[config.mk]
export PLATFORM = sky130hd
export DESIGN_NAME = dice_roller_led_scanner
export DESIGN_NICKNAME = d
export VERILOG_FILES = /design/src/design/drls_pkg.sv /design/src/design/drls_core.sv /design/src/design/drls_out.sv /design/src/design/dice_roller_led_scanner.sv
export SDC_FILE = /design/constraint.sdc
export NUM_CORES = 1
export LEC_CHECK = 0
export ABC_CLOCK_PERIOD_IN_PS = 6100
export BUFFER_PORTS_ARGS = -buffer_cell sky130_fd_sc_hd__buf_2
export CORE_MARGIN = 4
export CORE_UTILIZATION = 28
export CTS_CLUSTER_SIZE = 28
export DETAILED_ROUTE_END_ITERATION = 6
export PLACE_DENSITY = 0.45
export SYNTH_ARGS = -nofsm -noshare
export SYNTH_HDL_FRONTEND = slang
export SYNTH_SLANG_ARGS = --single-unit
[constraint.sdc]
create_clock -name clk -period 6.1 [get_ports clk]
set_input_delay 0.915 -clock clk [delete_from_list [all_inputs] [get_ports clk]]
set_output_delay 0.915 -clock clk [all_outputs]
set_load 0.02 [all_outputs]
[src/design/drls_pkg.sv]
// Package: shared types, constants and lookup tables of the dice LED scanner.
`timescale 1ns / 1ps

package drls_pkg;

    // Field and state widths
    localparam int unsigned ANIM_TICKS_W  = 16;
    localparam int unsigned SLEEP_TICKS_W = 24;
    localparam int unsigned CFG_DATA_W    = 24;
    localparam int unsigned CFG_IDX_W     = 1;
    localparam int unsigned ROLL_W        = 3;
    localparam int unsigned SCAN_W        = 3;
    localparam int unsigned FRAME_W       = 4;
    localparam int unsigned FACE_W        = 7;
    localparam int unsigned PIN_W         = 8;

    // Request operation codes
    localparam logic OP_TICK  = 1'b0;
    localparam logic OP_PRESS = 1'b1;

    // Configuration register indexes
    localparam logic [CFG_IDX_W-1:0] CFG_ANIM_TICKS  = 1'b0;
    localparam logic [CFG_IDX_W-1:0] CFG_SLEEP_TICKS = 1'b1;

    // Reset values
    localparam logic [ANIM_TICKS_W-1:0]  ANIM_TICKS_RST  = 16'd937;
    localparam logic [SLEEP_TICKS_W-1:0] SLEEP_TICKS_RST = 24'd562500;
    localparam logic [FACE_W-1:0]        FACE_RST        = 7'h7F;

    // Counter limits
    localparam logic [ROLL_W-1:0]        ROLL_LAST  = 3'd5;
    localparam logic [SCAN_W-1:0]        SCAN_LAST  = 3'd6;
    localparam logic [FRAME_W-1:0]       ANIM_LAST  = 4'd8;
    localparam logic [SLEEP_TICKS_W-1:0] IDLE_MAX   = 24'hFFFFFF;

    // Pin bytes while asleep: all lines inputs, pull-up kept
    localparam logic [PIN_W-1:0] SLEEP_DIR  = 8'h00;
    localparam logic [PIN_W-1:0] PULLUP_LVL = 8'h01;

    // One result request
    typedef struct packed {
        logic [PIN_W-1:0]  pin_direction;
        logic [PIN_W-1:0]  pin_level;
        logic              asleep;
        logic [FACE_W-1:0] face_pattern;
    } result_t;

    // Face pattern for a roll count; unused codes give the first face
    function automatic logic [FACE_W-1:0] face_lookup(input logic [ROLL_W-1:0] roll);
        logic [FACE_W-1:0] pat;
        case (roll)
            3'd1:    pat = 7'h41;
            3'd2:    pat = 7'h2A;
            3'd3:    pat = 7'h63;
            3'd4:    pat = 7'h6B;
            3'd5:    pat = 7'h77;
            default: pat = 7'h08;
        endcase
        return pat;
    endfunction

    // Animation frame pattern
    function automatic logic [FACE_W-1:0] anim_lookup(input logic [FRAME_W-1:0] frame);
        logic [FACE_W-1:0] pat;
        case (frame)
            4'd1:    pat = 7'h02;
            4'd2:    pat = 7'h10;
            4'd3:    pat = 7'h40;
            4'd5:    pat = 7'h01;
            4'd6:    pat = 7'h04;
            4'd7:    pat = 7'h20;
            default: pat = 7'h08;
        endcase
        return pat;
    endfunction

    // Direction byte that lights one LED
    function automatic logic [PIN_W-1:0] led_dir(input logic [SCAN_W-1:0] idx);
        logic [PIN_W-1:0] d;
        case (idx)
            3'd0:    d = 8'h14;
            3'd1:    d = 8'h0A;
            3'd2:    d = 8'h18;
            3'd3:    d = 8'h0A;
            3'd4:    d = 8'h06;
            3'd5:    d = 8'h18;
            3'd6:    d = 8'h06;
            default: d = 8'h00;
        endcase
        return d;
    endfunction

    // Level byte that lights one LED
    function automatic logic [PIN_W-1:0] led_lvl(input logic [SCAN_W-1:0] idx);
        logic [PIN_W-1:0] l;
        case (idx)
            3'd0:    l = 8'h04;
            3'd1:    l = 8'h08;
            3'd2:    l = 8'h10;
            3'd3:    l = 8'h02;
            3'd4:    l = 8'h04;
            3'd5:    l = 8'h08;
            3'd6:    l = 8'h02;
            default: l = 8'h00;
        endcase
        return l;
    endfunction

endpackage

[src/design/drls_core.sv]
// Dice state, configuration registers and the combinational update per request.
`timescale 1ns / 1ps

module drls_core
    import drls_pkg::*;
(
    input  logic                  clk,
    input  logic                  rst_n,
    input  logic                  accept,
    input  logic                  op,
    input  logic                  button_pressed,
    input  logic                  cfg_we,
    input  logic [CFG_IDX_W-1:0]  cfg_index,
    input  logic [CFG_DATA_W-1:0] cfg_data,
    output result_t               result
);

    logic [ANIM_TICKS_W-1:0]  anim_ticks_reg;
    logic [SLEEP_TICKS_W-1:0] sleep_ticks_reg;

    logic [ROLL_W-1:0]        roll_reg,   roll_next;
    logic [SCAN_W-1:0]        scan_reg,   scan_next;
    logic [FACE_W-1:0]        face_reg,   face_next;
    logic [FRAME_W-1:0]       frame_reg,  frame_next;
    logic [ANIM_TICKS_W-1:0]  timer_reg,  timer_next;
    logic                     anim_reg,   anim_next;
    logic [SLEEP_TICKS_W-1:0] idle_reg,   idle_next;
    logic                     sleep_reg,  sleep_next;
    logic [PIN_W-1:0]         dir_reg,    dir_next;
    logic [PIN_W-1:0]         lvl_reg,    lvl_next;

    logic [FRAME_W-1:0]       frame_cur;
    logic [ANIM_TICKS_W-1:0]  timer_cur;
    logic [FRAME_W-1:0]       frame_inc;
    logic [FACE_W-1:0]        shown;

    // Write configuration registers
    always_ff @(posedge clk or negedge rst_n)
    begin
        if (!rst_n)
        begin
            anim_ticks_reg  <= ANIM_TICKS_RST;
            sleep_ticks_reg <= SLEEP_TICKS_RST;
        end
        else if (cfg_we)
        begin
            case (cfg_index)
                CFG_ANIM_TICKS:  anim_ticks_reg  <= cfg_data[ANIM_TICKS_W-1:0];
                CFG_SLEEP_TICKS: sleep_ticks_reg <= cfg_data[SLEEP_TICKS_W-1:0];
                default: ;
            endcase
        end
    end

    // Work out the next state for the request
    always_comb
    begin
        roll_next  = roll_reg;
        scan_next  = scan_reg;
        face_next  = face_reg;
        frame_next = frame_reg;
        timer_next = timer_reg;
        anim_next  = anim_reg;
        idle_next  = idle_reg;
        sleep_next = sleep_reg;
        dir_next   = dir_reg;
        lvl_next   = lvl_reg;

        // A finished animation restarts from the first frame
        frame_cur = (frame_reg > ANIM_LAST) ? '0 : frame_reg;
        timer_cur = (frame_reg > ANIM_LAST) ? '0 : timer_reg;
        frame_inc = frame_cur + 1'b1;
        shown     = face_reg;

        if (op == OP_TICK)
        begin
            if (sleep_reg)
            begin
                // hold everything while asleep
            end
            else if (idle_reg >= sleep_ticks_reg)
            begin
                sleep_next = 1'b1;
                dir_next   = SLEEP_DIR;
                lvl_next   = PULLUP_LVL;
            end
            else
            begin
                roll_next = (roll_reg >= ROLL_LAST) ? '0 : roll_reg + 1'b1;
                scan_next = (scan_reg >= SCAN_LAST) ? '0 : scan_reg + 1'b1;

                // Advance the animation or show the latched face
                if ((frame_reg <= ANIM_LAST || button_pressed) && anim_reg)
                begin
                    shown = anim_lookup(frame_cur);
                    if (timer_cur >= anim_ticks_reg)
                    begin
                        timer_next = '0;
                        frame_next = (frame_inc >= ANIM_LAST && button_pressed)
                                     ? '0 : frame_inc;
                    end
                    else
                    begin
                        timer_next = timer_cur + 1'b1;
                        frame_next = frame_cur;
                    end
                end

                // Drive the scanned LED
                if (shown[scan_next])
                begin
                    dir_next = led_dir(scan_next);
                    lvl_next = led_lvl(scan_next) | PULLUP_LVL;
                end
                else
                begin
                    dir_next = SLEEP_DIR;
                    lvl_next = PULLUP_LVL;
                end

                // Count idle ticks, saturating
                if (idle_reg != IDLE_MAX)
                    idle_next = idle_reg + 1'b1;
                if (idle_next >= sleep_ticks_reg)
                begin
                    sleep_next = 1'b1;
                    dir_next   = SLEEP_DIR;
                    lvl_next   = PULLUP_LVL;
                end
            end
        end
        else
        begin
            if (sleep_reg)
            begin
                // wake only, animation off
                anim_next = 1'b0;
                if (button_pressed)
                begin
                    idle_next  = '0;
                    sleep_next = 1'b0;
                end
            end
            else if (button_pressed)
            begin
                face_next = face_lookup(roll_reg);
                idle_next = '0;
                anim_next = 1'b1;
            end
        end
    end

    // Hold state, advance on each accepted request
    always_ff @(posedge clk or negedge rst_n)
    begin
        if (!rst_n)
        begin
            roll_reg  <= '0;
            scan_reg  <= '0;
            face_reg  <= FACE_RST;
            frame_reg <= '0;
            timer_reg <= '0;
            anim_reg  <= 1'b1;
            idle_reg  <= '0;
            sleep_reg <= 1'b0;
            dir_reg   <= '0;
            lvl_reg   <= '0;
        end
        else if (accept)
        begin
            roll_reg  <= roll_next;
            scan_reg  <= scan_next;
            face_reg  <= face_next;
            frame_reg <= frame_next;
            timer_reg <= timer_next;
            anim_reg  <= anim_next;
            idle_reg  <= idle_next;
            sleep_reg <= sleep_next;
            dir_reg   <= dir_next;
            lvl_reg   <= lvl_next;
        end
    end

    // Result of the request follows from the updated state
    always_comb
    begin
        result.pin_direction = dir_next;
        result.pin_level     = lvl_next;
        result.asleep        = sleep_next;
        result.face_pattern  = face_next;
    end

endmodule

[src/design/drls_out.sv]
// Result register between the update logic and the output channel.
`timescale 1ns / 1ps

module drls_out
    import drls_pkg::*;
(
    input  logic    clk,
    input  logic    rst_n,
    input  logic    load,
    input  result_t result,
    input  logic    out_stall,
    output logic    out_valid,
    output logic    full,
    output result_t data
);

    logic    valid_reg;
    result_t data_reg;

    // Track whether a result request is waiting
    always_ff @(posedge clk or negedge rst_n)
    begin
        if (!rst_n)
            valid_reg <= 1'b0;
        else if (load)
            valid_reg <= 1'b1;
        else if (!out_stall)
            valid_reg <= 1'b0;
    end

    // Capture the payload
    always_ff @(posedge clk)
    begin
        if (load)
            data_reg <= result;
    end

    assign out_valid = valid_reg;
    assign full      = valid_reg && out_stall;
    assign data      = data_reg;

endmodule

[src/design/dice_roller_led_scanner.sv]
// Top level of the electronic dice with charlieplexed LED scanning.
`timescale 1ns / 1ps

// Electronic dice with a seven-LED charlieplexed display. Each input request
// is a timer tick or a button event and yields exactly one result request
// carrying the pin direction and level bytes, the sleep flag and the latched
// face pattern. The whole update is combinational between the state
// registers and a single result register, so one request is taken every
// clock unless stalled; its result shows the next cycle. The input is stalled
// only while the result register is full and the output side is stalling.
// Configuration (index 0: animation tick count, index 1: sleep tick count) is
// always ready and is meant to be written while the block is idle.
module dice_roller_led_scanner
    import drls_pkg::*;
(
    input  logic                  clk,
    input  logic                  rst_n,
    input  logic                  in_valid,
    output logic                  in_stall,
    input  logic                  op,
    input  logic                  button_pressed,
    output logic                  out_valid,
    input  logic                  out_stall,
    output logic [PIN_W-1:0]      pin_direction,
    output logic [PIN_W-1:0]      pin_level,
    output logic                  asleep,
    output logic [FACE_W-1:0]     face_pattern,
    input  logic                  cfg_valid,
    output logic                  cfg_ready,
    input  logic [CFG_IDX_W-1:0]  cfg_index,
    input  logic [CFG_DATA_W-1:0] cfg_data
);

    logic    accept;
    logic    out_full;
    result_t result;
    result_t out_data;

    // Take a request whenever the result register can be refilled
    assign in_stall  = out_full;
    assign accept    = in_valid && !out_full;
    assign cfg_ready = 1'b1;

    drls_core u_core (
        .clk            (clk),
        .rst_n          (rst_n),
        .accept         (accept),
        .op             (op),
        .button_pressed (button_pressed),
        .cfg_we         (cfg_valid && cfg_ready),
        .cfg_index      (cfg_index),
        .cfg_data       (cfg_data),
        .result         (result)
    );

    drls_out u_out (
        .clk       (clk),
        .rst_n     (rst_n),
        .load      (accept),
        .result    (result),
        .out_stall (out_stall),
        .out_valid (out_valid),
        .full      (out_full),
        .data      (out_data)
    );

    assign pin_direction = out_data.pin_direction;
    assign pin_level     = out_data.pin_level;
    assign asleep        = out_data.asleep;
    assign face_pattern  = out_data.face_pattern;

endmodule

### Yosys cells after proc, flatten, opt, wreduce, memory -nomap -nowiden

Cells that the tools add are included.

| cells by class | value |
|---|---|
| add/subtract/negate cells | 5 |
| order comparisons | 9 |
| equality and inequality tests | 22 |
| muxes and demuxes | 48 |
| bitwise operators | 4 |
| reductions and logical operators | 20 |

Operator list:

| operator | count |
|---|---|
| 2-to-1 mux 24 bit | 8 |
| 2-to-1 mux 7 bit | 7 |
| >= comparator 24 bit | 2 |
| 2-to-1 mux 8 bit | 6 |
| one-hot mux 7 bit (6 select lines) | 1 |
| one-hot mux 5 bit (4 select lines) | 2 |
| one-hot mux 7 bit (5 select lines) | 1 |
| 2-to-1 mux 16 bit | 2 |
| adder 24 x 1 -> 24 bit, second input constant | 1 |
| inequality test 24 bit, second input constant | 1 |
| 2-to-1 mux 5 bit | 4 |
| adder 16 x 1 -> 16 bit, second input constant | 1 |
| >= comparator 16 bit | 1 |
| == test 3 bit, second input constant | 5 |
| == test 3 x 2 -> 1 bit, second input constant | 4 |
| == test 4 x 3 -> 1 bit, second input constant | 3 |
| 2-to-1 mux 4 bit | 3 |
| OR reduction 2 bit | 6 |
| 2-to-1 mux 1 bit | 11 |
| == test 4 x 2 -> 1 bit, second input constant | 2 |
| AND reduction 4 bit | 2 |
| adder 3 x 1 -> 3 bit, second input constant | 2 |
| == test 3 x 1 -> 1 bit, second input constant | 2 |
| >= comparator 3 bit, second input constant | 2 |
| 19 further kinds | 29 |

| storage, ports and cells | value |
|---|---|
| flip-flop bits (word level) | 140 |
| output and inout port bits | 27 |
| word-level logic and storage cells | 125 |

### Longest topological paths before layout

| logic depth | value |
|---|---|
| word-level depth | 15 |
| mapped depth | 18 |
| mapped depth without buffers | 14 |

### Modules after synthesis

Synthesis repeated with hierarchy kept, for this count alone.

| unflattened totals | value |
|---|---|
| cell total of the unflattened synthesis | 885 |
| area, all modules | 8461.9 um^2 |

By module, submodules not included:

| module | instances | cells an instance | area each (um^2) | sequential area each (um^2) |
|---|---|---|---|---|
| drls_core | 1 | 855 | 7677.4 | 2904.0 |
| drls_out | 1 | 27 | 759.5 | 745.7 |
| dice_roller_led_scanner | 1 | 3 | 25.0 | 0.0 |

### Worst setup path before layout

No wires, ideal clock.

| path | value |
|---|---|
| path type | register -> register |
| from | reg u_core.idle_reg[17] |
| to | reg u_out.data_reg (netlist bit u_out.data[17]) (data pin) |
| setup time | 0.169 ns |
| data arrival time | 3.744 ns |
| data required time | 5.931 ns |
| slack | 2.187 ns |
| stages on the path, launching flop included | 15 |
| path buffers | 1 |
| period minus slack after synthesis | 3.913 ns |
| cell sequence | dfrtp_1 -> nand4_2 -> or4_4 -> nor4_2 -> or3_1 -> nor3_1 -> xnor2_1 -> ha_1 -> a2111oi_0 -> o21ai_0 -> o21a_1 -> a31oi_1 -> nand4_1 -> clkbuf_1 -> o31ai_1 |

RTL lines:

| item | RTL line | RTL |
|---|---|---|
| start: declaration | drls_core.sv:27 | `logic [SLEEP_TICKS_W-1:0] idle_reg, idle_next;` |
| start signal: assignment | drls_core.sv:177 | `idle_reg <= idle_next;` |
| end signal: assignment | drls_out.sv:35 | `data_reg <= result;` |
| end: declaration | drls_out.sv:18 | `result_t data_reg;` |

==> impl_metrics.yaml <==
die:
  io_pins: 59
  die_h_um: 185
  dieWidth_um: 185
  initial_utilization: 0.284
  dieArea_mm2: 0.0340
  core.rowCount: 64
  design.core.area_mm2: 0.0307
synth:
  synth_cell_types: 74
  syn_inst: 880
  yosys_warnings: 0
  synthArstFlopShare: 0.829
  synth_xor_area_frac: 0.0231
  synth_area_leaders: "dfrtp_1 27%, ha_1 11%, edfxtp_1 8.3%, dfstp_2 6.3%, mux2_2 4.9%"
  synth.yosys.seq_area_share: 0.418
  yosys.area.top_type: "dfrtp_1"
  synth_adder_area_share: 0.109
  synth-compound-area-share: 0.153
  synth_flop_cell: "dfrtp_1"
  synth_top_family_by_area: "simple AND/OR/NAND/NOR gates"
  avgSynthCellArea_um2: 9.91
  synth_edf_count: 24
  synthesis.nets: 988
  synth_top_area_frac: 0.272
  synth_common_cells: "95 x dfrtp_1, 85 x nand2_1, 76 x ha_1, 63 x inv_1, 42 x o21ai_0"
  ys_ff_latch: 140
  synth.most_common_cell: "dfrtp_1"
  synthMuxAreaShare: 0.0729
  synthSimpleGateAreaFrac: 0.177
  synth.cell_area_mm2: 0.00872
placement:
  placed_area_mm2: 0.00942
  dpl.hpwl_mm: 15.9
  numPortBuffers: 57
  gp_congestion: 0.810
global_routing:
  grt_use_total: 0.135
  grt_pass1_wl_mm: 36.6
  grt_pass1_vias: 6655
  antenna_found_initial: 0
  grt_max_degree: 45
  overflow: 0
power_and_ir_drop:
  clock_power_share: 0.328
  switching_share: 0.349
  switching_power_mw: 1.20
  leakagePower_nw: 4.57
  internal_power_mw: 2.24
  ir_worst_vdd_v: 0.000216
  pwr-share-comb: 0.294
  power_density_mw_per_mm2: 343
  seqPwrFrac: 0.378
clocking:
  htreeDepth: 4
  cts_tree: "built"
  clockRootBuffer: "clkbuf_16"
  cts_hold_buf: 0
  cts-resized-gates: 0
  post_cts_buffers: 0
  clk_pin_slew_ps: 70
  clock_path_buffers: 2
  clock_latency_ps: 430
  clkSinkCount: 140
  cts_made_buffers: 17
critical_path:
  cp_slowest_stage_delay_ps: 600
  worst_setup_path_start_kind: "flip-flop"
  rr_worst_depth: 13
  worstReg2RegStart: "u_core.idle_reg[16]$_DFFE_PN0P_"
  cp_num_buf_inv: 0
  slowest_stage: "nor4_2"
  reg2reg_to: "u_out.data[17]$_DFFE_PP_"
  crit_arrival_ps: 5040
  critPathMaxFanout: 16
  crit_family: "simple AND/OR/NAND/NOR gates"
  worst-setup-path-type: "reg2reg"
  critical_path.endpoint_type: "flip-flop"
  path_depth: 13
  crit_chain: "nand4_2 -> or4_4 -> nor4_2 -> or3_1 -> nor3_1 -> xnor2_1 -> ha_1 -> a2111oi_0 -> o21ai_0 -> o21a_1 -> a31oi_1 -> nand4_1 -> o31ai_1"
  r2r_slack_ps: 1300
  worstPathRequired_ps: 6340
route:
  post_drt_wl_per_cell_um: 16.4
  wirelength_mm: 21.9
  vias: 6599
  dr_wl_met2_mm: 9.86
  dr_wl_met3_um: 693
  drt-initial-drc-count: 288
  drt_first_pass_iters: 5
  ant_nets: 0
  wl_met1_mm: 11.1
  topRoutingLayerUsed: "met4"
  drc: 0
  viasPerCell: 4.93
sta:
  skew_ps: 11.1
  clock.fmax_ghz: 0.208
  period_share: 0.787
  period_needed_ps: 4800
  slew_viol_final: 0
  setup_violations: 0
  tns_ps: 0
  final_hold_viol_count: 0
  tightestPinTransition_ps: 1150
  max-slew-margin-rel: 0.230
  rsz0062_at_grt: "no"
hold_path:
  hold_depth: 1
  hold-path-endpoint: "u_core.lvl_reg[0]$_DFFE_PN0P_"
  hp-class: "reg2reg"
  min_from: "u_core.lvl_reg[0]$_DFFE_PN0P_"
cells_and_area:
  area_growth_pct: 15.2
  final_area_mm2: 0.0100
  insertedDiodeCount: 0
  drive_above_1_share: 0.184
  final_util: 0.328
  fin_nets: 1037
run:
  maxCapViolations: 0
status:
  outcome: "complete, no violations"
-- worst max path at each step --
stage	from	endpoint	slack, ps
after detailed placement	u_core.idle_reg[16]$_DFFE_PN0P_	u_out.data[17]$_DFFE_PP_	1210
after global routing	u_core.idle_reg[16]$_DFFE_PN0P_	u_out.data[19]$_DFFE_PP_	640
final	u_core.idle_reg[16]$_DFFE_PN0P_	u_out.data[17]$_DFFE_PP_	1300
after floorplan	u_core.idle_reg[17]$_DFFE_PN0P_	u_out.data[17]$_DFFE_PP_	2190
after CTS	u_core.idle_reg[16]$_DFFE_PN0P_	u_out.data[17]$_DFFE_PP_	1190
after global placement	u_core.idle_reg[16]$_DFFE_PN0P_	u_out.data[20]$_DFFE_PP_	1370
-- power by group through the flow --
stage	clock, mW	sequential [mW]	combinational, mW
after floorplan	0	1.29	0.738
after global placement	0	1.32	1.02
after detailed placement	0	1.32	1.02
after CTS	1.16	1.30	1.03
after global routing	1.20	1.33	1.16
final	1.13	1.30	1.01
-- per-stage QoR --
stage	total power, mW	setup slack, ps	hold slack (ps)	cells
2_1_floorplan	2.03	2190	430	880
6_report	3.44	1300	469	1338
3_5_place_dp	2.34	1210	461	1306
4_1_cts	3.49	1190	477	1338
3_3_place_gp	2.34	1370	442	1306
5_1_grt	3.69	645	498	1338
-- per-layer routing --
metal / track usage / vias to the layer above
met1: 0.189 / 3180
li1: - / 3297
met4: 0.0429 / 0
met3: 0.0274 / 20
met5: 0 / -
met2: 0.210 / 102
-- cell type report --
class	instances	area [µm²]
inverters	64	240
well taps	396	495
flip-flops and latches	140	3650
repair buffers	66	355
multi-input cells	640	4680
fillers	3172	20600
clock inverters	14	191
clock buffers	18	439
-- worst reg2reg max path: stages (launching register included) --
cell and delay (ps):
dfrtp_1 480, nand4_2 170, or4_4 550, nor4_2 600, or3_1 290, nor3_1 110, xnor2_1 130, ha_1 310
a2111oi_0 330, o21ai_0 150, o21a_1 180, a31oi_1 230, nand4_1 590, o31ai_1 480
-- cells in the final DEF (no fill, tap or decap), types with 22 or more instances in the layout --
master | synthesis | final
a21oi_1 | 22 | 22
and2_1 | 23 | 23
buf_2 | 11 | 56
dfrtp_1 | 95 | 95
edfxtp_1 | 24 | 24
ha_1 | 76 | 76
inv_1 | 63 | 63
mux2_2 | 38 | 38
nand2_1 | 85 | 85
nand3_1 | 29 | 29
nor2_1 | 34 | 34
o21ai_0 | 42 | 41
-- kinds of logic (layout without fill, tap and decap cells) --
group | count (synthesis) | in the layout
AOI/OAI and AO/OA | 192 | 192
xor gates and xnor gates | 23 | 23
adders and majority gates | 76 | 76
buffers and inverters | 100 | 162
DFF | 140 | 140
muxes | 58 | 58
other | 1 | 1
and+or+nand+nor | 290 | 290
(Power assumes the default switching activity.)
